**src/rtl/sgr_pkg.sv**
```systemverilog
// Shared types, sizes and rounding helper for the softmax gradient row core.
// No dependencies.
package sgr_pkg;

    localparam int MAX_COLS    = 64;
    localparam int COL_W       = (MAX_COLS > 1) ? $clog2(MAX_COLS) : 1;
    localparam int CNT_W       = $clog2(MAX_COLS + 1);
    localparam int ADDR_W      = COL_W + 1;
    localparam int RAM_DEPTH   = 2 ** ADDR_W;

    localparam int PROB_W      = 17;
    localparam int GRAD_W      = 32;
    localparam int ACC_W       = 48;
    localparam int FRAC_W      = 16;
    localparam int PROD_W      = PROB_W + 1 + GRAD_W;
    localparam int RND_W       = PROD_W - FRAC_W;
    localparam int SPLIT_W     = ACC_W / 2;
    localparam int LO_PROD_W   = PROB_W + SPLIT_W;
    localparam int HI_PROD_W   = PROB_W + 1 + SPLIT_W;
    localparam int FULL_W      = PROB_W + 1 + ACC_W;
    localparam int OUT_W       = 32;

    localparam int QUEUE_DEPTH = 2;
    localparam int QPTR_W      = $clog2(QUEUE_DEPTH);
    localparam int QCNT_W      = $clog2(QUEUE_DEPTH + 1);

    typedef struct packed {
        logic [PROB_W-1:0]        prob;
        logic signed [GRAD_W-1:0] grad_in;
        logic                     last_in_row;
    } in_word_t;

    typedef struct packed {
        logic signed [OUT_W-1:0] grad_out;
        logic                    last_out;
        logic                    row_overflow;
    } out_word_t;

    typedef struct packed {
        logic [PROB_W-1:0]        prob;
        logic signed [GRAD_W-1:0] grad;
    } ram_word_t;

    typedef struct packed {
        logic signed [ACC_W-1:0] dot;
        logic [CNT_W-1:0]        count;
        logic                    overflow;
        logic                    bank;
    } row_desc_t;

    // round a Q.32 product to Q.16, half up
    function automatic logic signed [RND_W-1:0] round_prod(input logic signed [PROD_W-1:0] x);
        logic signed [PROD_W-1:0] t;
        t = x + PROD_W'(2 ** (FRAC_W - 1));
        return t[PROD_W-1:FRAC_W];
    endfunction

endpackage

```
**src/rtl/sgr_row_fifo.sv**
```systemverilog
// Short queue of finished row descriptors between front and back.
// Depends on sgr_pkg.
module sgr_row_fifo
    import sgr_pkg::*;
(
    input  logic              clk,
    input  logic              rst_n,
    input  logic              push,
    input  row_desc_t         push_desc,
    input  logic              pop,
    output row_desc_t         head,
    output logic [QCNT_W-1:0] count
);

    row_desc_t         slot_reg [QUEUE_DEPTH];
    logic [QPTR_W-1:0] wr_ptr_reg, wr_ptr_next;
    logic [QPTR_W-1:0] rd_ptr_reg, rd_ptr_next;
    logic [QCNT_W-1:0] count_reg, count_next;

    always_comb
    begin
        wr_ptr_next = push ? wr_ptr_reg + QPTR_W'(1) : wr_ptr_reg;
        rd_ptr_next = pop ? rd_ptr_reg + QPTR_W'(1) : rd_ptr_reg;
        count_next  = count_reg;
        if (push && !pop)
        begin
            count_next = count_reg + QCNT_W'(1);
        end
        else if (pop && !push)
        begin
            count_next = count_reg - QCNT_W'(1);
        end
    end

    always_ff @(posedge clk or negedge rst_n)
    begin
        if (!rst_n)
        begin
            wr_ptr_reg <= '0;
            rd_ptr_reg <= '0;
            count_reg  <= '0;
        end
        else
        begin
            wr_ptr_reg <= wr_ptr_next;
            rd_ptr_reg <= rd_ptr_next;
            count_reg  <= count_next;
        end
    end

    always_ff @(posedge clk)
    begin
        if (push)
        begin
            slot_reg[wr_ptr_reg] <= push_desc;
        end
    end

    assign head  = slot_reg[rd_ptr_reg];
    assign count = count_reg;

endmodule

```
**config.mk**
```make
export PLATFORM = sky130hd
export DESIGN_NAME = sgr_row_fifo
export DESIGN_NICKNAME = d
export VERILOG_FILES = /design/src/rtl/sgr_pkg.sv /design/src/rtl/sgr_row_fifo.sv
export SDC_FILE = /design/constraint.sdc
export NUM_CORES = 1
export LEC_CHECK = 0
export ABC_CLOCK_PERIOD_IN_PS = 3200
export BUFFER_PORTS_ARGS = -buffer_cell sky130_fd_sc_hd__buf_2
export CORE_MARGIN = 2
export CORE_UTILIZATION = 47
export CTS_CLUSTER_SIZE = 24
export DETAILED_ROUTE_END_ITERATION = 10
export HOLD_SLACK_MARGIN = 0.02
export PLACE_DENSITY = 0.86
export SYNTH_ARGS = -nofsm -noshare
export SYNTH_HDL_FRONTEND = slang
export SYNTH_SLANG_ARGS = --single-unit
```
**constraint.sdc**
```tcl
create_clock -name clk -period 3.2 [get_ports clk]
set_input_delay 0.64 -clock clk [delete_from_list [all_inputs] [get_ports clk]]
set_output_delay 0.64 -clock clk [all_outputs]
set_load 0.01 [all_outputs]
```
==> results.ini <==
[synthesis]
postSynthCellCount = 191
async_flop_share = 0.0339
seq_area_frac_synth = 0.807
synth_seq_cells = 118
synth_nets = 253
netlist_area_um2 = 4370
synth_cell_types = 13
synth_top_area_cell = edfxtp_1
synth_edf_count = 114
ys.flop_type = edfxtp_1
synth_top_area_frac = 0.784
yosysMostFrequentCell = edfxtp_1
yosys_warnings = 0
synth_commonest_cells = 114 x edfxtp_1, 37 x mux2_2, 20 x mux2_4
yosys-top-cells-area = edfxtp_1 78%, mux2_2 9.5%, mux2_4 6.9%
avgSynthCellArea_um2 = 22.9

[cts]
post_cts_resized = 0
clk_pin_slew_ns = 0.05
cts_buffers = 17
cts-root-buf = clkbuf_8
cts_num_sinks = 118
cts-htree-levels = 4
postCtsSetupBuffers = 0
clockBufferDepth = 2
cts_tree = yes
insertion_delay_ns = 0.49

[sta]
skew_ns = 0.00580
fin_crit_ns = 2.39
rsz0062_at_grt = no
fin_setup_tns_ns = 0
clock.fmax_mhz = 418
relSlewSlack = 0.680
setup_viol = 0
finalHoldViolations = 0
worstMarginPinSlew_ns = 0.479
slew_viol_final = 0
fin_crit_sh = 0.747

[die]
start_util = 0.479
die_w_um = 100
die_y_um = 100
core_um2 = 9110
die_area_um2 = 10100
ioPinCount = 120
num_rows = 35

[place]
portBuffers = 119
place_inst = 418
place_congestion = 0.698
dpl.hpwl_mm = 4.58

[global_route]
grt_max_degree = 59
antenna_found_initial = 0
gr-total-overflow = 0
grt_pass1_vias = 2270
track_usage = 0.148
grt_first_pass_wirelength_mm = 10.8

[drt]
drt_iter0_drc = 98
final_antenna_net_count = 0
drc = 0
via_per_inst = 4.91
vias = 2203
wirelength_mm = 7.24
firstDrtPassIters = 4
routedWlPerCell_um = 16.1

[power]
vdd_drop_max_mv = 0.877
p_leak_uw = 0.00224
power_density_nw_per_um2 = 933

[layout]
instances_no_fill = 449
final_core_util = 0.624
largest_register_ffs = 114
nets = 389
syn_to_final_growth_pct = 30.3
drive_gt1_frac = 0.618
insertedDiodeCount = 0

[critical_path]
arrival_ns = 1.75
path_class = reg -> out
crit_fanout = 58
start_kind = flop
cpLargestDelayFamily = buffers and inverters
end_kind = primary output
crit_start = rd_ptr_reg
crit_buf_inv = 2
path_cells = buf_12 > mux2_2 > buf_2
max_stage_delay_ns = 0.39
slowest_stage = mux2_2
r2r-start = wr_ptr_reg
cp.required_ns = 2.56

[flow_run]
maxCapViolations = 0

[hold_path]
hold_start = push_desc[6]
hold_class = in -> reg

[run_status]
status = complete, no violations

## repair_timing
| item | in CTS | in global routing |
|---|---|---|
| setup endpoints to repair | 0 | 0 |
| hold buffers | 1 | 0 |
| hold endpoints to repair | 4 | 0 |
## cell type report
cell class / count / area [µm²]
Sequential cell: 118 / 3520
Fill cell: 656 / 3420
Multi-Input combinational cell: 66 / 798
Timing Repair Buffer: 123 / 666
Clock buffer: 18 / 418
Tap cell: 111 / 139
Clock inverter: 12 / 138
Inverter: 1 / 3.75
## through the flow
stage | total power (µW) | worst slack, ns | area (µm²) | hold WS [ns]
after floorplan | 3100 | 0.631 | 4370 | 0.344
after global placement | 3560 | 1.33 | 5120 | 0.447
after detailed placement | 3600 | 1.32 | 5120 | 0.452
after CTS | 5380 | 0.781 | 5690 | 0.303
after global routing | 5550 | 0.727 | 5690 | 0.299
final | 5310 | 0.810 | 5690 | 0.333
## kinds of logic after synthesis
logic type / share of synthesized area
adders and majority gates: 0.00287
buffers and inverters: 0.0120
muxes: 0.164
DFF: 0.807
and+or+nand+nor: 0.00373
xor gates and xnor gates: 0.0100
## layer usage
metal | share of wire | track usage | up-vias
met4 | 0.010 | 0.0611 | 0
met1 | 0.41 | 0.165 | 1076
li1 | - | - | 1029
met5 | 0 | 0 | -
met2 | 0.52 | 0.250 | 88
met3 | 0.063 | 0.0634 | 10
## power breakdown
| part | internal, µW | switching (µW) |
|---|---|---|
| combinational | 697 | 704 |
| sequential | 2060 | 86.9 |
| clock | 1160 | 604 |
## cells in the final DEF, fill, tap and decap left out, types with 3 or more instances in the layout
cell / netlist / layout
buf_12: 0 / 3
buf_2: 3 / 119
bufinv_16: 0 / 3
clkbuf_16: 0 / 16
clkinv_2: 0 / 5
dfrtp_1: 4 / 3
edfxtp_1: 114 / 114
mux2_2: 37 / 37
mux2_4: 20 / 20
xor2_1: 4 / 4
## path summary, 6_finish.rpt
| kind | endpoint | slack, ns | cells after the start |
|---|---|---|---|
| worst max-delay path | head[50] | 0.81 | 3 |
| worst min register to register | count[1] | 0.48 | 1 |
| worst min-delay path | slot_reg[0][6] | 0.33 | 1 |
| worst max register to register | slot_reg[0][50] | 1.68 | 2 |
| max in group asynchronous | rd_ptr_reg | 2.58 | 2 |
| min in group asynchronous | count[0] | 0.49 | 2 |
Note: power is estimated with default switching activity, not from simulation.
