<file path="src/rtl/sgr_pkg.sv">
// Shared types, sizes and rounding helper for the softmax gradient row core.
// No dependencies.
package sgr_pkg;

    localparam int MAX_COLS    = 64;
    localparam int COL_W       = (MAX_COLS > 1) ? $clog2(MAX_COLS) : 1;
    localparam int CNT_W       = $clog2(MAX_COLS + 1);
    localparam int ADDR_W      = COL_W + 1;
    localparam int RAM_DEPTH   = 2 ** ADDR_W;

    localparam int PROB_W      = 17;
    localparam int GRAD_W      = 32;
    localparam int ACC_W       = 48;
    localparam int FRAC_W      = 16;
    localparam int PROD_W      = PROB_W + 1 + GRAD_W;
    localparam int RND_W       = PROD_W - FRAC_W;
    localparam int SPLIT_W     = ACC_W / 2;
    localparam int LO_PROD_W   = PROB_W + SPLIT_W;
    localparam int HI_PROD_W   = PROB_W + 1 + SPLIT_W;
    localparam int FULL_W      = PROB_W + 1 + ACC_W;
    localparam int OUT_W       = 32;

    localparam int QUEUE_DEPTH = 2;
    localparam int QPTR_W      = $clog2(QUEUE_DEPTH);
    localparam int QCNT_W      = $clog2(QUEUE_DEPTH + 1);

    typedef struct packed {
        logic [PROB_W-1:0]        prob;
        logic signed [GRAD_W-1:0] grad_in;
        logic                     last_in_row;
    } in_word_t;

    typedef struct packed {
        logic signed [OUT_W-1:0] grad_out;
        logic                    last_out;
        logic                    row_overflow;
    } out_word_t;

    typedef struct packed {
        logic [PROB_W-1:0]        prob;
        logic signed [GRAD_W-1:0] grad;
    } ram_word_t;

    typedef struct packed {
        logic signed [ACC_W-1:0] dot;
        logic [CNT_W-1:0]        count;
        logic                    overflow;
        logic                    bank;
    } row_desc_t;

    // round a Q.32 product to Q.16, half up
    function automatic logic signed [RND_W-1:0] round_prod(input logic signed [PROD_W-1:0] x);
        logic signed [PROD_W-1:0] t;
        t = x + PROD_W'(2 ** (FRAC_W - 1));
        return t[PROD_W-1:FRAC_W];
    endfunction

endpackage

</file>
<file path="src/rtl/sgr_back.sv">
// Back end: reads stored rows and forms p * (g - dot), rounded and saturated.
// Depends on sgr_pkg; reads the row RAM and pops row descriptors.
module sgr_back
    import sgr_pkg::*;
(
    input  logic              clk,
    input  logic              rst_n,
    input  row_desc_t         head,
    input  logic [QCNT_W-1:0] q_count,
    output logic              q_pop,
    output logic              ram_re,
    output logic [ADDR_W-1:0] ram_raddr,
    input  ram_word_t         ram_rdata,
    output logic              out_valid,
    input  logic              out_ready,
    output out_word_t         out_data
);

    logic [COL_W-1:0]            idx_reg, idx_next;
    logic                        s1_valid_reg, s2_valid_reg, out_valid_reg;
    logic signed [ACC_W-1:0]     s1_dot_reg;
    logic                        s1_last_reg, s1_ovf_reg;
    logic [LO_PROD_W-1:0]        s2_lo_reg;
    logic signed [HI_PROD_W-1:0] s2_hi_reg;
    logic                        s2_last_reg, s2_ovf_reg;
    out_word_t                   out_data_reg;

    logic                        adv;
    logic                        issue;
    logic                        last_issue;
    logic signed [ACC_W-1:0]     diff;
    logic signed [FULL_W-1:0]    full;
    logic signed [FULL_W-FRAC_W-1:0] rnd;
    logic signed [OUT_W-1:0]     sat;

    assign adv        = ~out_valid_reg | out_ready;
    assign issue      = adv & (q_count != '0);
    assign last_issue = CNT_W'(idx_reg) == head.count - CNT_W'(1);
    assign q_pop      = issue & last_issue;
    assign ram_re     = issue;
    assign ram_raddr  = {head.bank, idx_reg};

    always_comb
    begin
        idx_next = idx_reg;
        if (issue)
        begin
            idx_next = last_issue ? '0 : idx_reg + COL_W'(1);
        end
    end

    assign diff = {{(ACC_W - GRAD_W){ram_rdata.grad[GRAD_W-1]}}, ram_rdata.grad} - s1_dot_reg;
    assign full = {s2_hi_reg, {SPLIT_W{1'b0}}}
                + {{(FULL_W - LO_PROD_W){1'b0}}, s2_lo_reg}
                + FULL_W'(2 ** (FRAC_W - 1));
    assign rnd  = full[FULL_W-1:FRAC_W];

    always_comb
    begin
        sat = rnd[OUT_W-1:0];
        if (!rnd[FULL_W-FRAC_W-1] && (|rnd[FULL_W-FRAC_W-2:OUT_W-1]))
        begin
            sat = {1'b0, {(OUT_W - 1){1'b1}}};
        end
        else if (rnd[FULL_W-FRAC_W-1] && !(&rnd[FULL_W-FRAC_W-2:OUT_W-1]))
        begin
            sat = {1'b1, {(OUT_W - 1){1'b0}}};
        end
    end

    always_ff @(posedge clk or negedge rst_n)
    begin
        if (!rst_n)
        begin
            idx_reg       <= '0;
            s1_valid_reg  <= 1'b0;
            s2_valid_reg  <= 1'b0;
            out_valid_reg <= 1'b0;
        end
        else
        begin
            idx_reg <= idx_next;
            if (adv)
            begin
                s1_valid_reg  <= issue;
                s2_valid_reg  <= s1_valid_reg;
                out_valid_reg <= s2_valid_reg;
            end
        end
    end

    always_ff @(posedge clk)
    begin
        if (adv)
        begin
            s1_dot_reg  <= head.dot;
            s1_last_reg <= last_issue;
            s1_ovf_reg  <= head.overflow;
            s2_lo_reg   <= ram_rdata.prob * diff[SPLIT_W-1:0];
            s2_hi_reg   <= $signed({1'b0, ram_rdata.prob}) * $signed(diff[ACC_W-1:SPLIT_W]);
            s2_last_reg <= s1_last_reg;
            s2_ovf_reg  <= s1_ovf_reg;
            out_data_reg.grad_out     <= sat;
            out_data_reg.last_out     <= s2_last_reg;
            out_data_reg.row_overflow <= s2_ovf_reg;
        end
    end

    assign out_valid = out_valid_reg;
    assign out_data  = out_data_reg;

endmodule

</file>
<file path="config.mk">
export PLATFORM = sky130hd
export DESIGN_NAME = sgr_back
export DESIGN_NICKNAME = d
export VERILOG_FILES = /design/src/rtl/sgr_pkg.sv /design/src/rtl/sgr_back.sv
export SDC_FILE = /design/constraint.sdc
export NUM_CORES = 2
export LEC_CHECK = 0
export ABC_AREA = 1
export BUFFER_PORTS_ARGS = -buffer_cell sky130_fd_sc_hd__buf_2
export CAP_MARGIN = 10
export CELL_PAD_IN_SITES_DETAIL_PLACEMENT = 1
export CELL_PAD_IN_SITES_GLOBAL_PLACEMENT = 2
export CORE_ASPECT_RATIO = 0.5
export CORE_UTILIZATION = 43
export DETAILED_ROUTE_END_ITERATION = 10
export GPL_ROUTABILITY_DRIVEN = 0
export PLACE_DENSITY = 0.95
export SLEW_MARGIN = 10
export SYNTH_ARGS = -nofsm -noshare
export SYNTH_HDL_FRONTEND = slang
export SYNTH_SLANG_ARGS = --single-unit
</file>
<file path="constraint.sdc">
create_clock -name clk -period 14.31 [get_ports clk]
set_clock_uncertainty 0.1 [all_clocks]
set_input_delay 0.7155 -clock clk [delete_from_list [all_inputs] [get_ports clk]]
set_output_delay 0.7155 -clock clk [all_outputs]
set_load 0.01 [all_outputs]
</file>
==> Flow_metrics.wiki <==
{| class="wikitable"
! Metric !! Value
|-
| Layout cells sized above 1 || 6.657%
|-
| Number of buffers created by CTS || 17
|-
| Final number of setup-violating endpoints || 0
|-
| Cell with the most instances on the worst path || sky130_fd_sc_hd__fa_1
|-
| Max Cap Viol || 0
|-
| Number of global-route vias before repair || 36860
|-
| Post-Synthesis Cell Area || 0.03899 mm2
|-
| HP Start || head[49]
|-
| Clock period minus final worst setup slack || 8951 ps
|-
| Io pins || 155
|-
| Worst reg2reg startpoint || s1_dot_reg[25]
|-
| Clock latency on the worst-skew pair || 560 ps
|-
| Nature of the critical path startpoint || primary input
|-
| # clock sinks || 163
|-
| Required arrival time at the worst endpoint || 14480 ps
|-
| Total of buffers placed on input and output ports || 152
|-
| Number of warnings reported in the yosys synthesis log || 0
|-
| Die Span Y || 214.9 um
|-
| Area of the die || 0.09196 mm2
|-
| Worst R2R Setup Slack || 5360 ps
|-
| Maximum number of pins on one net before global-route repair || 82
|-
| Total Negative Setup Slacks || 0 ps
|-
| Share of Yosys cell area claimed by the top area cell type || 37.43%
|-
| Part of the Yosys area used for sequential elements || 12.44%
|-
| Detail-routed via count per cell || 5.393
|-
| Total of flip-flops plus latches after synthesis || 163
|-
| Number of enable-type register cells in the synthesized netlist || 154
|-
| H-tree depth reported by CTS || 4
|-
| Slowest stage cell on the critical path || sky130_fd_sc_hd__xor2_2
|-
| Arr. time, crit path || 9120 ps
|-
| CTS Root Cell || sky130_fd_sc_hd__clkbuf_16
|-
| List of most frequent post-synthesis cells || sky130_fd_sc_hd__inv_1 (1213), sky130_fd_sc_hd__nand2_1 (916), sky130_fd_sc_hd__fa_1 (729)
|-
| Max Root-Sink Buffers || 2
|-
| Count of final max-slew check failures || 0
|-
| Setup repair bufs after CTS || 0
|-
| Overall global routing resource usage || 30.08%
|-
| Area overhead of the layout relative to synthesis || 6.427%
|-
| Maximum net fanout on the critical path || 17
|-
| Worst hold path stage count || 1
|-
| Worst setup path category || primary input to flop
|-
| Result of the run || complete, no violations
|-
| First-pass iteration count of the detailed router || 8
|-
| Area after DPL || 0.04093 mm2
|-
| Synth area leaders || sky130_fd_sc_hd__fa_1 (37%), sky130_fd_sc_hd__edfxtp_1 (12%), sky130_fd_sc_hd__inv_1 (12%)
|-
| Net count after synthesis || 5994
|-
| RSZ-0062 raised after global routing || no
|-
| Register-to-Register Path Depth || 32
|-
| Synthesized instance count || 4872
|-
| Worst min path class || primary input to flop
|-
| Area of the core region || 0.08902 mm2
|-
| WL per Instance || 21.86 um
|-
| Relative max-transition margin || 24.74%
|-
| Clock-pin slew reported for the worst setup and hold paths after clock tree synthesis || 100 ps
|-
| First-pass GRT wire length || 210400 um
|-
| CTS resizes || 0
|-
| Number of buffers inserted for hold repair after clock tree synthesis || 1
|-
| Total wire length after detailed routing || 134300 um
|-
| Cell type contributing the most total cell area after synthesis || sky130_fd_sc_hd__fa_1
|-
| Vias || 33140
|-
| Per-instance average area after synthesis || 8.003 um2
|-
| Post-synth ARST share || 5.521%
|-
| Category of the worst setup path capture point || flop
|-
| Hold path endpoint || s1_dot_reg[40]
|-
| Antenna violations before repair || 4
|-
| Least-Margin Pin Slew || 1128 ps
|-
| Post-route fraction of the period consumed by the critical path || 62.55%
|-
| Detailed placer's ending HPWL || 112300 um
|-
| Most numerous cell in the Yosys netlist || sky130_fd_sc_hd__inv_1
|-
| Post-route standard cell area excluding fillers || 0.04150 mm2
|-
| Max FFs per register || 48
|-
| Prevailing post-synth register cell || sky130_fd_sc_hd__edfxtp_1
|-
| Overflow left after global routing || 0
|-
| CTS tree || built
|-
| Count of nets left with antenna violations after detail routing || 0
|-
| Netlist cell types || 56
|-
| Starting DRC count in detailed routing || 2513
|-
| Die width || 427.9 um
|-
| Standard-cell rows || 77
|-
| Largest stage delay, worst path || 900 ps
|-
| Fmax || 0.1117 GHz
|-
| Worst R2R End || s2_hi_reg[36]
|-
| DR DRC count || 0
|-
| Effective utilization at floorplan || 43.80%
|-
| Final nets || 6066
|-
| Final-report hold violation count || 0
|}
[worst max path at each step]
stage	from	end	slack, ps
floorplan	ram_rdata[0]	s2_hi_reg[32]	6620
CTS	s1_dot_reg[25]	s2_hi_reg[36]	5430
global route	s1_dot_reg[6]	s2_hi_reg[36]	4940
global placement	ram_rdata[31]	s2_hi_reg[36]	5020
detailed placement	ram_rdata[31]	s2_hi_reg[35]	4880
finish	ram_rdata[31]	s2_hi_reg[36]	5360
[per-stage QoR]
| step | std cells | setup WS, ps | utilization (%) | hold WS (ps) |
|---|---|---|---|---|
| detailed placement | 6109 | 4877 | 45.98 | 307.5 |
| global placement | 6109 | 5018 | 45.98 | 303.1 |
| CTS | 6142 | 5431 | 46.61 | 182.2 |
| finish | 6144 | 5360 | 46.62 | 222.5 |
| global route | 6142 | 4940 | 46.61 | 196.3 |
| floorplan | 4872 | 6624 | - | 300.3 |
[cell usage in the layout (no fill, tap or decap), drive strengths merged, types with 2 or more instances in the layout]
cell type	netlist	final
inv	1220	1227
nand2	928	928
fa	729	729
nor2	617	617
ha	282	282
buf	37	186
nand3	164	164
edfxtp	154	154
a21oi	154	154
o21ai	95	95
xor2	85	85
or2	65	65
xnor2	46	46
a31oi	37	37
nor3	27	27
nand4	25	25
a21o	20	20
clkbuf	97	18
o21a	16	16
nor4	14	14
o21bai	11	11
clkinv	4	10
dfrtp	9	9
nand3b	7	7
a21boi	7	7
o211ai	6	6
and3	3	3
diode	0	2
o2111ai	2	2
o311ai	2	2
a221oi	2	2
o221ai	2	2
[metal layers]
metal,vias to the layer above,global-route usage (%),routed length [um]
met4,2,8.885,3621
met1,16950,41.92,59890
met3,220,7.587,12820
li1,14610,-,-
met2,1357,46.16,57960
met5,-,0,14
[cell type report]
cell class	instances	area, um2
Fill cell	10980	47520
Clock buffer	18	429.2
Inverter	1224	4599
Antenna cell	2	5.005
Sequential cell	163	4850
Tap cell	1185	1483
Clock inverter	14	121.4
Multi-Input combinational cell	3351	28980
Timing Repair Buffer	187	1026
[worst max-delay path, delay by kind of cell]
family / cells / cell delay (ps)
buffers and inverters: 5 / 580
AO/OA/AOI/OAI: 8 / 1770
XOR/XNOR: 2 / 1070
AND/OR/NAND/NOR: 8 / 1030
adder cells (fa/ha/maj): 8 / 3940
[cells by family after synthesis]
kind of cell,after synthesis,share of synthesized area [%]
and+or+nand+nor,1853,19.54
buffers and inverters,1358,13.27
adders and majority gates,1011,46.48
AOI/OAI and AO/OA,356,5.295
DFF,163,12.44
xor gates and xnor gates,131,2.981
Power is not shown: default switching activity piles up to over one toggle a cycle in this logic, so the estimate is an artifact.
