[src/rtl/sgr_pkg.sv]
// Shared types, sizes and rounding helper for the softmax gradient row core.
// No dependencies.
package sgr_pkg;

    localparam int MAX_COLS    = 64;
    localparam int COL_W       = (MAX_COLS > 1) ? $clog2(MAX_COLS) : 1;
    localparam int CNT_W       = $clog2(MAX_COLS + 1);
    localparam int ADDR_W      = COL_W + 1;
    localparam int RAM_DEPTH   = 2 ** ADDR_W;

    localparam int PROB_W      = 17;
    localparam int GRAD_W      = 32;
    localparam int ACC_W       = 48;
    localparam int FRAC_W      = 16;
    localparam int PROD_W      = PROB_W + 1 + GRAD_W;
    localparam int RND_W       = PROD_W - FRAC_W;
    localparam int SPLIT_W     = ACC_W / 2;
    localparam int LO_PROD_W   = PROB_W + SPLIT_W;
    localparam int HI_PROD_W   = PROB_W + 1 + SPLIT_W;
    localparam int FULL_W      = PROB_W + 1 + ACC_W;
    localparam int OUT_W       = 32;

    localparam int QUEUE_DEPTH = 2;
    localparam int QPTR_W      = $clog2(QUEUE_DEPTH);
    localparam int QCNT_W      = $clog2(QUEUE_DEPTH + 1);

    typedef struct packed {
        logic [PROB_W-1:0]        prob;
        logic signed [GRAD_W-1:0] grad_in;
        logic                     last_in_row;
    } in_word_t;

    typedef struct packed {
        logic signed [OUT_W-1:0] grad_out;
        logic                    last_out;
        logic                    row_overflow;
    } out_word_t;

    typedef struct packed {
        logic [PROB_W-1:0]        prob;
        logic signed [GRAD_W-1:0] grad;
    } ram_word_t;

    typedef struct packed {
        logic signed [ACC_W-1:0] dot;
        logic [CNT_W-1:0]        count;
        logic                    overflow;
        logic                    bank;
    } row_desc_t;

    // round a Q.32 product to Q.16, half up
    function automatic logic signed [RND_W-1:0] round_prod(input logic signed [PROD_W-1:0] x);
        logic signed [PROD_W-1:0] t;
        t = x + PROD_W'(2 ** (FRAC_W - 1));
        return t[PROD_W-1:FRAC_W];
    endfunction

endpackage

[src/rtl/sgr_front.sv]
// Front end: accepts input words, stores the row, accumulates the dot product.
// Depends on sgr_pkg; writes the row RAM and pushes row descriptors.
module sgr_front
    import sgr_pkg::*;
(
    input  logic              clk,
    input  logic              rst_n,
    input  logic              in_valid,
    output logic              in_ready,
    input  in_word_t          in_data,
    output logic              ram_we,
    output logic [ADDR_W-1:0] ram_waddr,
    output ram_word_t         ram_wdata,
    input  logic [QCNT_W-1:0] q_count,
    output logic              q_push,
    output row_desc_t         q_desc
);

    logic [CNT_W-1:0]        count_reg, count_next;
    logic                    ovf_reg, ovf_next;
    logic                    bank_reg, bank_next;
    logic                    s2_valid_reg, s2_store_reg, s2_last_reg;
    logic signed [PROD_W-1:0] s2_prod_reg;
    logic [CNT_W-1:0]        s2_count_reg;
    logic                    s2_ovf_reg;
    logic                    s2_bank_reg;
    logic signed [ACC_W-1:0] acc_reg, acc_next;

    logic [QCNT_W:0]         held;
    logic                    accept;
    logic                    store;
    logic signed [RND_W-1:0] rnd;
    logic signed [ACC_W-1:0] acc_sum;

    assign held     = {1'b0, q_count} + {{QCNT_W{1'b0}}, s2_valid_reg & s2_last_reg};
    assign in_ready = held < (QCNT_W + 1)'(QUEUE_DEPTH);
    assign accept   = in_valid & in_ready;
    assign store    = count_reg < CNT_W'(MAX_COLS);

    assign ram_we         = accept & store;
    assign ram_waddr      = {bank_reg, count_reg[COL_W-1:0]};
    assign ram_wdata.prob = in_data.prob;
    assign ram_wdata.grad = in_data.grad_in;

    always_comb
    begin
        count_next = count_reg;
        ovf_next   = ovf_reg;
        bank_next  = bank_reg;
        if (accept)
        begin
            if (store)
            begin
                count_next = count_reg + CNT_W'(1);
            end
            else
            begin
                ovf_next = 1'b1;
            end
            if (in_data.last_in_row)
            begin
                count_next = '0;
                ovf_next   = 1'b0;
                bank_next  = ~bank_reg;
            end
        end
    end

    assign rnd     = round_prod(s2_prod_reg);
    assign acc_sum = s2_store_reg ? acc_reg + {{(ACC_W - RND_W){rnd[RND_W-1]}}, rnd} : acc_reg;

    always_comb
    begin
        acc_next = acc_reg;
        if (s2_valid_reg)
        begin
            acc_next = s2_last_reg ? '0 : acc_sum;
        end
    end

    assign q_push         = s2_valid_reg & s2_last_reg;
    assign q_desc.dot      = acc_sum;
    assign q_desc.count    = s2_count_reg;
    assign q_desc.overflow = s2_ovf_reg;
    assign q_desc.bank     = s2_bank_reg;

    always_ff @(posedge clk or negedge rst_n)
    begin
        if (!rst_n)
        begin
            count_reg    <= '0;
            ovf_reg      <= 1'b0;
            bank_reg     <= 1'b0;
            s2_valid_reg <= 1'b0;
            s2_store_reg <= 1'b0;
            s2_last_reg  <= 1'b0;
            acc_reg      <= '0;
        end
        else
        begin
            count_reg    <= count_next;
            ovf_reg      <= ovf_next;
            bank_reg     <= bank_next;
            s2_valid_reg <= accept;
            s2_store_reg <= store;
            s2_last_reg  <= in_data.last_in_row;
            acc_reg      <= acc_next;
        end
    end

    always_ff @(posedge clk)
    begin
        if (accept)
        begin
            s2_prod_reg  <= $signed({1'b0, in_data.prob}) * in_data.grad_in;
            s2_count_reg <= store ? count_reg + CNT_W'(1) : count_reg;
            s2_ovf_reg   <= ovf_reg | ~store;
            s2_bank_reg  <= bank_reg;
        end
    end

endmodule

[config.mk]
export PLATFORM = sky130hd
export DESIGN_NAME = sgr_front
export DESIGN_NICKNAME = d
export VERILOG_FILES = /design/src/rtl/sgr_pkg.sv /design/src/rtl/sgr_front.sv
export SDC_FILE = /design/constraint.sdc
export NUM_CORES = 2
export LEC_CHECK = 0
export ABC_AREA = 0
export BUFFER_PORTS_ARGS = -buffer_cell sky130_fd_sc_hd__buf_2
export CAP_MARGIN = 20
export CORE_AREA = 2 2 272 274
export CTS_CLUSTER_SIZE = 25
export DETAILED_ROUTE_END_ITERATION = 12
export DIE_AREA = 0 0 274 276
export GPL_TIMING_DRIVEN = 0
export PLACE_DENSITY_LB_ADDON = 0.15
export SLEW_MARGIN = 40
export SYNTH_ARGS = -nofsm -noshare
export SYNTH_HDL_FRONTEND = slang
export SYNTH_SLANG_ARGS = --single-unit
export TNS_END_PERCENT = 100
[constraint.sdc]
create_clock -name clk -period 6.4 [get_ports clk]
set_clock_uncertainty 0.05 [all_clocks]
set_input_delay 1.92 -clock clk [delete_from_list [all_inputs] [get_ports clk]]
set_output_delay 1.92 -clock clk [all_outputs]
set_load 0.05 [all_outputs]
==> impl_metrics.csv <==
group,metric,value,unit
layout,multiInputGateArea,22430,sq um
layout,largest_register_ff_count,48,
synthesis,ys_top_cells_by_area,"sky130_fd_sc_hd__fa_1 (39%), sky130_fd_sc_hd__inv_1 (8.7%), sky130_fd_sc_hd__and2_1 (7.8%)",
clock_tree,cts.sinks,104,
run_status,status,"finished with violations",
synthesis,synth-seq-cells,104,
placed_design,globalplace.congestion,0.9575,
setup_path,timing.setup.critical_path_class,"in2reg",
layout,final_util,46.54,%
placed_design,hpwl,70.31,mm
global_routing,grt_pass1_wl,135.0,mm
timing,grt_setup_unrepaired,"true",
setup_path,timing.reg2reg.worst_path_depth,22,
layout,num-nets-final,3999,
synthesis,post_synth_inst_count,2914,
global_routing,grt_use_total,23.53,%
setup_path,critical_path.endpoint_type,"register",
synthesis,post_synthesis_instance_area,26640,sq um
synthesis,synth-compound-area-share,8.374,%
layout,final_layout_size_suffix_gt1_share,27.01,%
clock_tree,cts_h_tree_lvls,3,
global_routing,grt_antenna_before_repair,7,
route,via_count,21150,
setup_path,arrival,7.76,ns
min_path,whs_path_depth,1,
min_path,hold_crit_class,"reg2reg",
global_routing,grt_pass1_vias,22470,
timing,final.setup.worst_slack,-1.271,ns
synthesis,synth_simple_gate_area_share,16.24,%
synthesis,ys_types,72,
route,detail_route.iter0.violations,1192,
clock_tree,insertion_delay,0.39,ns
placed_design,port_buffers,170,
timing,report.final.hold_viol_count,0,
die,std_cell_rows,99,
synthesis,synthTopCellsByCount,"sky130_fd_sc_hd__inv_1 (620), sky130_fd_sc_hd__fa_1 (520), sky130_fd_sc_hd__and2_1 (333)",
setup_path,cp-start-kind,"input port",
timing,maxSlewHeadroom,46.50,%
die,core,72590,sq um
clock_tree,root_buffer,"sky130_fd_sc_hd__clkbuf_16",
die,starting_density,36.70,%
synthesis,synth_nets,3653,
synthesis,synthesis.area_per_instance,9.142,sq um
layout,final_area,33780,sq um
timing,fmax,130.4,MHz
timing,setup_viol_count_final,39,
die,die-area,75620,sq um
setup_path,worst_ep_required_time,6.49,ns
clock_tree,clock_tree.buffer_depth,2,
synthesis,synth_top_family_by_area,"adder cells",
route,drt_first_pass_iters,5,
synthesis,share_of_synthesized_flip_flops_with_an_asynchronous_set_or_reset,57.69,%
timing,maxSlewViolCount,0,
clock_tree,cts_buffers,9,
route,via_per_inst,5.002,
clock_tree,cts_hold_buf,0,
setup_path,critical_path.max_fanout,5,
timing,worst-slew-pin-transition,0.8025,ns
route,drt-total-wl,88.22,mm
timing,final.hold.worst_slack,0.4553,ns
clock_tree,cts_tree,"yes",
synthesis,synth.most_common_cell,"sky130_fd_sc_hd__inv_1",
die,die_width,274,microns
global_routing,largest_net_degree_at_the_start_of_global_routing,48,
flow_run,maxCapViolations,0,
synthesis,yosysTopAreaCellShare,39.08,%
layout,flow.area_growth_from_synthesis,26.81,%
timing,finalSetupTns,-30.69,ns
timing,fin_crit_sh,119.9,%
die,io_pins,171,
synthesis,ys_seq_area_share,10.60,%
synthesis,count_of_flip_flops_with_a_built_in_enable_after_synthesis,44,
timing,post-route-min-period,7.671,ns
route,ant_nets,0,
global_routing,grt.overflow.total,0,
clock_tree,clk_pin_slew,0.09,ns
layout,nFillCells,7038,
die,die_h,276,microns
synthesis,post_synth_mux_area_share,1.742,%
run_status,violations_in_the_final_reports,"negative setup slack",
placed_design,dpl_cell_area,29310,sq um
synthesis,synth.largest_area_cell,"sky130_fd_sc_hd__fa_1",
synthesis,synth_fa_ha_area_share,46.78,%
synthesis,synth-xor-area-share,4.044,%
route,drc_errors,0,
synthesis,yosys_warnings,0,
layout,final-seq-area,2823,sq um
synthesis,postSynth.topFlopCell,"sky130_fd_sc_hd__dfrtp_1",
route,wl_per_cell,20.86,microns
-- per-layer routing --
layer  global-route usage (%)  vias to the layer above  share of wire, %
met4                    6.438                        4               2.6
met1                    32.95                    10740                45
met3                    4.464                      120               7.0
met2                    37.17                      697                45
met5                        0                        -             0.027
li1                         -                     9596                 -
-- worst max-delay path, cell delays in order --
cell and delay [ns]:
sky130_fd_sc_hd__buf_12 0.12, sky130_fd_sc_hd__buf_12 0.13, sky130_fd_sc_hd__clkbuf_16 0.16, sky130_fd_sc_hd__and2_4 0.14, sky130_fd_sc_hd__fa_1 0.55, sky130_fd_sc_hd__inv_2 0.05
sky130_fd_sc_hd__fa_2 0.39, sky130_fd_sc_hd__fa_1 0.58, sky130_fd_sc_hd__inv_2 0.05, sky130_fd_sc_hd__fa_1 0.45, sky130_fd_sc_hd__fa_1 0.49, sky130_fd_sc_hd__inv_1 0.05
sky130_fd_sc_hd__fa_1 0.51, sky130_fd_sc_hd__inv_2 0.05, sky130_fd_sc_hd__ha_4 0.26, sky130_fd_sc_hd__buf_6 0.09, sky130_fd_sc_hd__o21a_1 0.14, sky130_fd_sc_hd__o21ai_2 0.08
sky130_fd_sc_hd__a211oi_2 0.24, sky130_fd_sc_hd__buf_4 0.17, sky130_fd_sc_hd__a41oi_4 0.12, sky130_fd_sc_hd__o21a_4 0.27, sky130_fd_sc_hd__o31ai_4 0.22, sky130_fd_sc_hd__nand4_1 0.19
sky130_fd_sc_hd__a21oi_2 0.24, sky130_fd_sc_hd__nor3_2 0.08
-- layout make-up --
type | instances | area share, %
clock buffers | 9 | 0.6666
clock inverters | 7 | 0.2630
flip-flops and latches | 104 | 8.355
inverters | 620 | 6.915
well taps | 959 | 3.552
diodes | 5 | 0.03704
repair buffers | 342 | 8.159
plain buffers | 172 | 5.655
multi-input cells | 2011 | 66.40
-- cells by family after synthesis --
logic type / Yosys count
AOI/OAI and AO/OA: 323
DFF: 104
and+or+nand+nor: 840
buffers and inverters: 799
xor gates and xnor gates: 123
adders and majority gates: 684
muxes: 41
-- path summary, 6_finish.rpt --
| check | from | to | slack [ns] |
|---|---|---|---|
| min in group asynchronous | rst_n | acc_reg[2] | 1.38 |
| worst min register to register | bank_reg | bank_reg | 0.46 |
| worst max-delay path | in_data[39] | s2_prod_reg[48] | -1.27 |
| worst max register to register | s2_prod_reg[15] | acc_reg[41] | 2.00 |
| max in group asynchronous | rst_n | acc_reg[30] | 4.39 |
| worst min-delay path | bank_reg | bank_reg | 0.46 |
-- what timing repair did --
item,CTS,global route
resized for setup,474,196
endpoints found under the setup margin,57,54
buffers inserted,119,50
pin swaps,122,106
gates cloned,7,0
-- placed cells by master (no fill, tap or decap), types with 44 or more instances in the layout --
| cell type | netlist | routed |
|---|---|---|
| sky130_fd_sc_hd__dfrtp_1 | 60 | 60 |
| sky130_fd_sc_hd__buf_2 | 8 | 130 |
| sky130_fd_sc_hd__inv_1 | 620 | 595 |
| sky130_fd_sc_hd__a21oi_1 | 84 | 57 |
| sky130_fd_sc_hd__clkbuf_16 | 0 | 45 |
| sky130_fd_sc_hd__xnor2_1 | 77 | 60 |
| sky130_fd_sc_hd__nor2_1 | 62 | 48 |
| sky130_fd_sc_hd__fa_2 | 0 | 44 |
| sky130_fd_sc_hd__edfxtp_1 | 44 | 44 |
| sky130_fd_sc_hd__buf_6 | 4 | 46 |
| sky130_fd_sc_hd__and2_1 | 333 | 294 |
| sky130_fd_sc_hd__ha_1 | 164 | 120 |
| sky130_fd_sc_hd__buf_4 | 58 | 206 |
| sky130_fd_sc_hd__fa_1 | 520 | 476 |
| sky130_fd_sc_hd__nand2_1 | 299 | 292 |
-- per-stage QoR --
stage	worst slack [ns]	std cells
2_1_floorplan	-1.015	2914
3_3_place_gp	-2.893	4043
3_5_place_dp	-2.920	4045
4_1_cts	-1.335	4178
5_1_grt	-1.442	4226
6_report	-1.271	4229
Power is not shown: default switching activity piles up to over one toggle a cycle in this logic, so the estimate is an artifact.
