<file path="src/rtl/sgr_ram.sv">
// Generic simple dual-port RAM, one write port, one registered read port.
// No dependencies.
module sgr_ram #(
    parameter int WIDTH = 8,
    parameter int DEPTH = 16
) (
    input  logic                     clk,
    input  logic                     we,
    input  logic [$clog2(DEPTH)-1:0] waddr,
    input  logic [WIDTH-1:0]         wdata,
    input  logic                     re,
    input  logic [$clog2(DEPTH)-1:0] raddr,
    output logic [WIDTH-1:0]         rdata
);

    logic [WIDTH-1:0] mem_reg [DEPTH];
    logic [WIDTH-1:0] rdata_reg;

    always_ff @(posedge clk)
    begin
        if (we)
        begin
            mem_reg[waddr] <= wdata;
        end
        if (re)
        begin
            rdata_reg <= mem_reg[raddr];
        end
    end

    assign rdata = rdata_reg;

endmodule

</file>
<file path="config.mk">
export PLATFORM = sky130hd
export DESIGN_NAME = sgr_ram
export DESIGN_NICKNAME = d
export VERILOG_FILES = /design/src/rtl/sgr_ram.sv
export SDC_FILE = /design/constraint.sdc
export NUM_CORES = 1
export LEC_CHECK = 0
export BUFFER_PORTS_ARGS = -buffer_cell sky130_fd_sc_hd__buf_2
export CORE_ASPECT_RATIO = 0.5
export CORE_MARGIN = 10
export CORE_UTILIZATION = 40
export DETAILED_ROUTE_END_ITERATION = 10
export HOLD_SLACK_MARGIN = 0.03
export SETUP_SLACK_MARGIN = 0.3
export SLEW_MARGIN = 40
export SYNTH_ARGS = -nofsm -noshare
export SYNTH_HDL_FRONTEND = slang
export SYNTH_SLANG_ARGS = --single-unit
</file>
<file path="constraint.sdc">
create_clock -name clk -period 2.63 [get_ports clk]
set_input_delay 0.526 -clock clk [delete_from_list [all_inputs] [get_ports clk]]
set_output_delay 0.526 -clock clk [all_outputs]
set_load 0.02 [all_outputs]
</file>
==> results of run 1 <==
cell type report:
type	instances	area, um^2
repair buffers	45	298
multi-input cells	83	1060
clock buffers	22	444
flip-flops and latches	136	4080
clock inverters	9	103
well taps	170	213
fillers	999	6540
critical path: stages:
cell and delay (ns):
buf_2 0.11, buf_12 0.25, mux4_1 0.60, a22oi_1 0.34
nand2_1 0.10
metal layers:
layer / vias up / wire, um / track usage
met5: - / 0 / 0
met1: 1321 / 4700 / 0.153
met3: 14 / 647 / 0.0427
li1: 1089 / - / -
met2: 78 / 4920 / 0.182
met4: 0 / 131 / 0.0485
worst max path at each step:
stage          slack, ns                 endpoint      from
2_1_floorplan       0.61  mem_reg[0][0]$_DFFE_PP_  waddr[2]
3_3_place_gp        0.41       rdata[5]$_DFFE_PP_  raddr[0]
3_5_place_dp        0.40       rdata[5]$_DFFE_PP_  raddr[0]
4_1_cts             0.83       rdata[5]$_DFFE_PP_  raddr[0]
5_1_grt             0.71       rdata[5]$_DFFE_PP_  raddr[0]
6_report            0.85       rdata[5]$_DFFE_PP_  raddr[0]
power by group through the flow:
stage | registers [mW] | logic, mW | clock network, mW
floorplan | 2.51 | 0.123 | 0
detailed placement | 2.50 | 0.240 | 0
finish | 2.46 | 0.238 | 2.19
CTS | 2.46 | 0.242 | 2.23
global placement | 2.50 | 0.232 | 0
global route | 2.46 | 0.260 | 2.34
stage by stage:
stage	utilization	hold slack, ns	std cells
global route	0.487	0.472	465
floorplan	-	0.625	229
CTS	0.487	0.476	465
global placement	0.444	0.730	434
detailed placement	0.444	0.747	434
finish	0.487	0.487	465
cell families (layout without fill, tap and decap cells):
| family | count (synthesis) | in the layout | synth area share |
|---|---|---|---|
| buffers and inverters | 10 | 76 | 0.0165 |
| AOI/OAI and AO/OA | 16 | 16 | 0.0230 |
| and+or+nand+nor | 35 | 35 | 0.0314 |
| muxes | 32 | 32 | 0.148 |
| DFF | 136 | 136 | 0.781 |
placed cells by master, fill, tap and decap left out, drive strengths merged:
cell,count
a22oi,16
nand3b,2
clkinv,5
nand2b,2
nor3,4
and2,1
and2b,1
mux4,32
nor2b,1
nand3,1
clkinvlp,2
bufinv,2
nand2,9
edfxtp,136
or3b,1
buf,45
nor2,13
clkbuf,22
==> results.sh, run 1 <==
export IMPL_layout_area_overhead_vs_synth_pct=18.6
export IMPL_post_route_min_period_ns=1.78
export IMPL_tritoncts="done"
export IMPL_n_antenna_cell=0
export IMPL_design_area_mm2=0.00620
export IMPL_routed_via_density=5.38
export IMPL_switching_share=0.197
export IMPL_finalHoldViolations=0
export IMPL_maxSlewViolCount=0
export IMPL_rsz0062_at_grt="no"
export IMPL_cp_data_arrival_time_ns=1.93
export IMPL_ir_drop_mv=0.459
export IMPL_synth_sequential_area_ratio=0.781
export IMPL_rrSetupSlack_ns=1.07
export IMPL_grt_antenna_before_repair=0
export IMPL_syn_area_mm2=0.00523
export IMPL_min_delay_path_depth=1
export IMPL_syn_avg_cell_area_um2=22.8
export IMPL_critPathCaptureType="flop"
export IMPL_cts_hold_buffers=0
export IMPL_synth_seq_cells=136
export IMPL_power_static_leakage_nw=2.08
export IMPL_critical_path_reg2reg_startpoint="mem_reg[0][5]$_DFFE_PP_"
export IMPL_finalWeightedCongestion=0.721
export IMPL_hold_end="rdata[2]$_DFFE_PP_"
export IMPL_cts_inserted_buffers=17
export IMPL_worst_slew_margin_rel=0.623
export IMPL_pwr_share_seq=0.503
export IMPL_reg2reg_to="rdata[5]$_DFFE_PP_"
export IMPL_later_pin_clock_latency_in_the_skew_report_ns=0.41
export IMPL_grt_first_pass_wirelength_um=16200
export IMPL_place_area_mm2=0.00565
export IMPL_design_portCount=27
export IMPL_nNetsFinal=302
export IMPL_preCtsSetupSlack_ns=0.400
export IMPL_grt_overflow_total=0
export IMPL_fin_total_pwr_mw=4.88
export IMPL_drv_max_cap_violation_count=0
export IMPL_synth_most_common_cell="edfxtp_1"
export IMPL_power_share_clock=0.448
export IMPL_floorplan_core_area_mm2=0.0127
export IMPL_cts_root_buffer_cell="clkbuf_16"
export IMPL_die_height_um=101
export IMPL_setup_worst_path_class="in -> reg"
export IMPL_drc=0
export IMPL_route_antenna_remaining_nets=0
export IMPL_final_setup_skew_ns=0.00614
export IMPL_switchingPower_mw=0.964
export IMPL_largest_area_contributor_in_the_netlist="edfxtp_1"
export IMPL_timing_final_crit_share=0.677
export IMPL_tightest_slew_ns=0.563
export IMPL_yosysWarningCount=0
export IMPL_cts_sinks=136
export IMPL_synth_top_area_frac=0.781
export IMPL_postCtsResizedCells=0
export IMPL_die_outline_width_um=182
export IMPL_synth_cells=229
export IMPL_port_buffer_count=26
export IMPL_detailedPlacementHpwl_um=6780
export IMPL_floorplan_initialDensity=0.410
export IMPL_synth_async_reset_ratio=0
export IMPL_hold_path_class="in -> reg"
export IMPL_clockBufferDepth=2
export IMPL_internal_mw=3.92
export IMPL_first_global_vias=2710
export IMPL_worst_setup_hold_path_clk_slew_ns=0.05
export IMPL_first_pass_iters=4
export IMPL_placementRows=29
export IMPL_run_status="finished clean"
export IMPL_layout_setup_ws_ns=0.849
export IMPL_power_combinational_fraction=0.049
export IMPL_largest_register_ff_count=128
export IMPL_synth_area_leaders="edfxtp_1 78%, mux4_2 7.8%, mux4_1 7.0%"
export IMPL_detail_route_wl_per_cell_um=22.4
export IMPL_number_of_enable_flip_flop_cells_after_synthesis=136
export IMPL_drive_above_1_share=0.305
export IMPL_final_setup_viol_count=0
export IMPL_synth_ff_type="edfxtp_1"
export IMPL_ys_top_cells_by_count="136 x edfxtp_1, 18 x mux4_2, 16 x a22oi_1"
export IMPL_drt_total_wl_um=10400
export IMPL_setup_worst_path_start_class="primary input"
export IMPL_syn_nets=248
export IMPL_timing_fmax_mhz=562
export IMPL_setup_total_negative_slack_ns=0
export IMPL_post_cts_buffers=0
export IMPL_number_of_vias_in_the_routed_layout=2502
export IMPL_hold_wc_startpoint="re"
export IMPL_worst_r2r_cell_count=3
export IMPL_crit_fanout=32
export IMPL_global_route_usage_total=0.119
export IMPL_floorplan_die_area_mm2=0.0183
export IMPL_netlist_cell_type_count=18
export IMPL_crit_required_ns=2.78
export IMPL_detail_route_iter0_violations=219
export IMPL_power_per_cell_area_mw_per_mm2=787
export IMPL_cts_htree_levels=4
export IMPL_largest_net_degree_at_the_start_of_global_routing=33
Power figures use the tool's default switching activity.
==> inputs of run 2 (changes only) <==
ABC_AREA = 1   (was not set)
clock period = 1.8 ns   (was 2.63 ns; I/O delays follow)
==> results.sh, run 2 <==
export IMPL_commonest_non_fill_non_tap_cell_in_the_layout="nand2_1"
export IMPL_number_of_enable_flip_flop_cells_after_synthesis=136
export IMPL_layout_area_overhead_vs_synth_pct=18.3
export IMPL_critPathBufInv=1
export IMPL_floorplan_initialDensity=0.406
export IMPL_crit_fanout=1
export IMPL_cts_hold_buffers=0
export IMPL_synth_seq_cells=136
export IMPL_cell_family_contributing_the_most_delay_on_the_critical_path="flip-flops"
export IMPL_synth_area_leaders="edfxtp_1 70%, nand2_1 11%, nand3_1 8.3%"
export IMPL_finalHoldViolations=0
export IMPL_die_height_um=105
export IMPL_run_status="finished clean"
export IMPL_rrSetupSlack_ns=0.63
export IMPL_final_setup_skew_ns=0.00661
export IMPL_first_pass_iters=4
export IMPL_global_route_usage_total=0.142
export IMPL_route_antenna_remaining_nets=0
export IMPL_port_buffer_count=26
export IMPL_detailedPlacementHpwl_um=8470
export IMPL_synth_simple_gate_area_frac=0.208
export IMPL_largest_net_degree_at_the_start_of_global_routing=53
export IMPL_power_static_leakage_nw=2.98
export IMPL_route_top_layer_used="met5"
export IMPL_muxShareOfSynthArea=0
export IMPL_grt_first_pass_wirelength_um=21700
export IMPL_worst_r2r_cell_count=6
export IMPL_largest_register_ff_count=128
export IMPL_postCtsResizedCells=0
export IMPL_cp_data_arrival_time_ns=1.05
export IMPL_detail_route_wl_per_cell_um=17.0
export IMPL_timing_final_crit_share=0.781
export IMPL_routed_via_density=4.83
export IMPL_grt_antenna_before_repair=1
export IMPL_worst_slew_margin_rel=0.588
export IMPL_first_global_vias=3751
export IMPL_die_outline_width_um=191
export IMPL_drv_max_cap_violation_count=0
export IMPL_synth_cells=551
export IMPL_drt_total_wl_um=13700
export IMPL_timing_fmax_mhz=711
export IMPL_tritoncts="done"
export IMPL_synth_most_common_cell="nand2_1"
export IMPL_nNetsFinal=617
export IMPL_cts_sinks=136
export IMPL_placementRows=31
export IMPL_cts_htree_levels=4
export IMPL_floorplan_core_area_mm2=0.0144
export IMPL_setup_worst_path_start_class="flop"
export IMPL_number_of_vias_in_the_routed_layout=3905
export IMPL_tightest_slew_ns=0.617
export IMPL_detail_route_iter0_violations=341
export IMPL_finalWeightedCongestion=0.798
export IMPL_syn_nets=570
export IMPL_syn_area_mm2=0.00585
export IMPL_later_pin_clock_latency_in_the_skew_report_ns=0.41
export IMPL_clockBufferDepth=2
export IMPL_synth_xor_area_frac=0
export IMPL_ir_drop_mv=0.573
export IMPL_synth_top_area_frac=0.698
export IMPL_finish_utilization=0.481
export IMPL_synth_adder_area_share=0
export IMPL_setup_total_negative_slack_ns=0
export IMPL_cp_slowest_stage_delay_ns=0.44
export IMPL_synth_sequential_area_ratio=0.698
export IMPL_largest_area_contributor_in_the_netlist="edfxtp_1"
export IMPL_synth_top_family_by_area="simple AND/OR/NAND/NOR gates"
export IMPL_final_setup_viol_count=0
export IMPL_timing_critical_path_cells="buf_2"
export IMPL_n_antenna_cell=0
export IMPL_netlist_cell_type_count=11
export IMPL_synth_async_reset_ratio=0
export IMPL_reg2reg_to="rdata[3]$_DFFE_PP_"
export IMPL_rsz0062_at_grt="no"
export IMPL_worstSetupPathDepth=1
export IMPL_design_portCount=27
export IMPL_crit_required_ns=1.44
export IMPL_ys_top_cells_by_count="173 x nand2_1, 136 x edfxtp_1, 100 x inv_1"
export IMPL_power_per_cell_area_mw_per_mm2=1130
export IMPL_critical_path_reg2reg_startpoint="mem_reg[12][3]$_DFFE_PP_"
export IMPL_setup_worst_path_class="reg -> out"
export IMPL_post_place_cells=777
export IMPL_syn_avg_cell_area_um2=10.6
export IMPL_finish_cell_count_without_fillers=809
export IMPL_synth_ff_type="edfxtp_1"
export IMPL_critPathCaptureType="output port"
export IMPL_floorplan_die_area_mm2=0.0201
export IMPL_cts_root_buffer_cell="clkbuf_16"
export IMPL_detail_route_wirelength_met1_um=6150
export IMPL_yosysWarningCount=0
export IMPL_detailroute_wirelength_met3_um=862
export IMPL_grt_overflow_total=0
export IMPL_drive_above_1_share=0.134
export IMPL_cts_inserted_buffers=17
export IMPL_slowest_stage="edfxtp_1"
export IMPL_layout_cells_most_common_list="173 x nand2_1, 136 x edfxtp_1, 100 x inv_1"
export IMPL_drc=0
export IMPL_post_cts_buffers=0
export IMPL_worst_setup_hold_path_clk_slew_ns=0.06
export IMPL_maxSlewViolCount=0
export IMPL_hold_path_class="in -> reg"
export IMPL_endpoint="rdata[1]"
export IMPL_fraction_of_the_mapped_netlist_area_in_compound_gates=0
export IMPL_post_route_min_period_ns=1.41
export IMPL_startpoint="rdata[1]$_DFFE_PP_"
export IMPL_routed_wl_met2_um=6540
-- run 2: cell count changes in the layout (fill, tap and decap cells not counted), sizes merged, moves of 2 or more --
cell and delta:
buf +7, nand3 +96, inv +102, nor3 -4, nor2 +4, clkbuf -2, nand2b -2, mux4 -32
nand2 +164, a22oi -16, bufinv +3
-- run 2: kinds of logic (layout without fill, tap and decap cells) --
| kind of cell | after synthesis | in the layout |
|---|---|---|
| and+or+nand+nor | 289 | 289 |
| DFF | 136 | 136 |
| buffers and inverters | 126 | 186 |
-- run 2: cell type report --
cell class	count	area, um^2
Tap cell	198	248
Multi-Input combinational cell	289	1210
Clock buffer	20	437
Clock inverter	12	200
Timing Repair Buffer	52	350
Inverter	102	383
Fill cell	1287	7470
Sequential cell	136	4080
-- run 2: worst min path at each step --
stage / from / end / cells past startpoint
global route: re / rdata[2]$_DFFE_PP_ / 1
finish: re / rdata[6]$_DFFE_PP_ / 1
CTS: re / rdata[2]$_DFFE_PP_ / 1
floorplan: wdata[0] / mem_reg[0][0]$_DFFE_PP_ / 0
global placement: mem_reg[3][6]$_DFFE_PP_ / rdata[6]$_DFFE_PP_ / 6
detailed placement: mem_reg[3][5]$_DFFE_PP_ / rdata[5]$_DFFE_PP_ / 6
-- run 2: routing by layer --
| metal | vias to the layer above | global-route usage |
|---|---|---|
| met2 | 117 | 0.225 |
| met4 | 2 | 0.0480 |
| met3 | 14 | 0.0365 |
| met1 | 1895 | 0.187 |
| met5 | - | 0 |
| li1 | 1877 | - |
-- run 2: where the power goes --
group          total (mW)  switching, mW  internal, mW
Combinational       0.452          0.319         0.133
Clock                3.75           1.29          2.46
Sequential           3.59         0.0209          3.57
-- run 2: per-stage QoR --
stage	hold WS, ns	power [mW]	area (um^2)	worst slack, ns
floorplan	0.459	3.92	5850	0.489
global placement	0.732	4.10	6280	0.165
detailed placement	0.736	4.11	6280	0.140
CTS	0.316	7.83	6920	0.367
global route	0.313	8.04	6920	0.337
finish	0.321	7.79	6920	0.394
==> inputs of run 3 (changes only) <==
clock period = 1.3 ns   (was 1.8 ns; I/O delays follow)
==> results.sh, run 3 (synthesis gave the netlist of run 2 again) <==
export IMPL_run_status="finished with violations"
export IMPL_violated_checks="setup timing"
export IMPL_number_of_vias_in_the_routed_layout=3903
export IMPL_grt_first_pass_wirelength_um=21900
export IMPL_drc=0
export IMPL_die_outline_width_um=191
export IMPL_cts_root_buffer_cell="clkbuf_16"
export IMPL_drv_max_cap_violation_count=0
export IMPL_placementRows=31
export IMPL_floorplan_initialDensity=0.406
export IMPL_layout_area_overhead_vs_synth_pct=26.8
export IMPL_port_buffer_count=26
export IMPL_maxSlewViolCount=0
export IMPL_routed_via_density=4.82
export IMPL_detailedPlacementHpwl_um=8970
export IMPL_floorplan_die_area_mm2=0.0201
export IMPL_global_route_usage_total=0.144
export IMPL_final_setup_skew_ns=0.00516
export IMPL_worst_setup_hold_path_clk_slew_ns=0.06
export IMPL_startpoint="rdata[3]$_DFFE_PP_"
export IMPL_drt_total_wl_um=14200
export IMPL_crit_required_ns=1.04
export IMPL_worst_slew_margin_rel=0.686
export IMPL_commonest_non_fill_non_tap_cell_in_the_layout="nand2_1"
export IMPL_post_cts_buffers=0
export IMPL_fin_total_pwr_mw=10.3
export IMPL_hold_wc_startpoint="re"
export IMPL_timing_final_crit_share=1.00
export IMPL_n_antenna_cell=0
export IMPL_setup_worst_path_class="reg -> out"
export IMPL_cts_sinks=136
export IMPL_largest_net_degree_at_the_start_of_global_routing=37
export IMPL_largest_register_ff_count=128
export IMPL_detail_route_iter0_violations=297
export IMPL_area_sequential_mm2=0.00408
export IMPL_power_static_leakage_nw=3.10
export IMPL_clockBufferDepth=2
export IMPL_fillers=1207
export IMPL_slowest_stage="edfxtp_1"
export IMPL_drive_above_1_share=0.291
export IMPL_route_antenna_remaining_nets=0
export IMPL_cts_htree_levels=4
export IMPL_detail_route_wl_per_cell_um=17.6
export IMPL_ir_drop_mv=0.839
export IMPL_post_route_min_period_ns=1.31
export IMPL_hold_path_class="in -> reg"
export IMPL_cp_data_arrival_time_ns=1.05
export IMPL_later_pin_clock_latency_in_the_skew_report_ns=0.41
export IMPL_tightest_slew_ns=0.471
export IMPL_design_portCount=27
export IMPL_die_height_um=105
export IMPL_cts_inserted_buffers=17
export IMPL_multiInputGateArea_mm2=0.00166
export IMPL_setup_total_negative_slack_ns=-0.00732
export IMPL_tritoncts="done"
export IMPL_layout_setup_ws_ns=-0.00619
export IMPL_grt_overflow_total=0
export IMPL_floorplan_core_area_mm2=0.0144
export IMPL_first_pass_iters=5
export IMPL_finalWeightedCongestion=0.812
export IMPL_setup_worst_path_start_class="flop"
export IMPL_power_per_cell_area_mw_per_mm2=1380
export IMPL_nNetsFinal=618
export IMPL_layout_cells_most_common_list="151 x nand2_1, 136 x edfxtp_1, 98 x inv_1"
export IMPL_finalHoldViolations=0
export IMPL_first_global_vias=3896
export IMPL_timing_fmax_mhz=766
export IMPL_critPathCaptureType="output port"
export IMPL_preCtsSetupSlack_ns=-0.180
export IMPL_crit_fanout=1
export IMPL_timing_critical_path_cells="buf_6"
export IMPL_rsz0062_at_grt="yes"
export IMPL_cell_family_contributing_the_most_delay_on_the_critical_path="flip-flops"
export IMPL_final_setup_viol_count=2
export IMPL_cp_slowest_stage_delay_ns=0.46
export IMPL_grt_antenna_before_repair=0
export IMPL_critical_path_reg2reg_startpoint="mem_reg[13][5]$_DFFE_PP_"
export IMPL_critPathBufInv=1
## run 3: routing by layer
metal  global-route usage  vias to the layer above  part of all wire
met5                    0                        -                 0
met3               0.0283                       15             0.047
li1                     -                     1882                 -
met1                0.182                     1893              0.44
met2                0.239                      113              0.49
met4               0.0564                        0             0.015
## run 3: stage by stage
| stage | std cells | instance area (um^2) | utilization | hold slack (ns) |
|---|---|---|---|---|
| after global routing | 810 | 7410 | 0.515 | 0.219 |
| after global placement | 778 | 6500 | 0.452 | 0.655 |
| final | 810 | 7410 | 0.515 | 0.227 |
| after floorplan | 551 | 6070 | - | 0.359 |
| after detailed placement | 778 | 6500 | 0.452 | 0.642 |
| after CTS | 810 | 7280 | 0.506 | 0.228 |
## run 3: final cells by class
type                            count  share of cell area
Multi-Input combinational cell    289               0.224
Sequential cell                   136               0.551
Timing Repair Buffer               53              0.0652
Clock buffer                       20              0.0589
Inverter                          102              0.0527
Tap cell                          198              0.0334
Clock inverter                     12              0.0147
## run 3: final timing paths
check / end / slack, ns / cells past startpoint
worst max-delay path: rdata[3] / -0.006 / 1
worst min-delay path: rdata[4]$_DFFE_PP_ / 0.23 / 1
worst max register to register: rdata[5]$_DFFE_PP_ / 0.23 / 6
worst min register to register: rdata[4]$_DFFE_PP_ / 0.77 / 6
## run 3: power breakdown
group	total [mW]	internal (mW)	switching, mW	leakage, nW
combinational	0.812	0.270	0.541	1.60
sequential	4.99	4.94	0.0418	1.24
clock	4.46	2.77	1.69	0.261
## run 3: what timing repair did
action | 4_1_cts | 5_1_grt
hold buffers | 0 | 0
gates resized for setup | 52 | 30
pin swaps | 44 | 30
setup endpoints to repair | 16 | 16
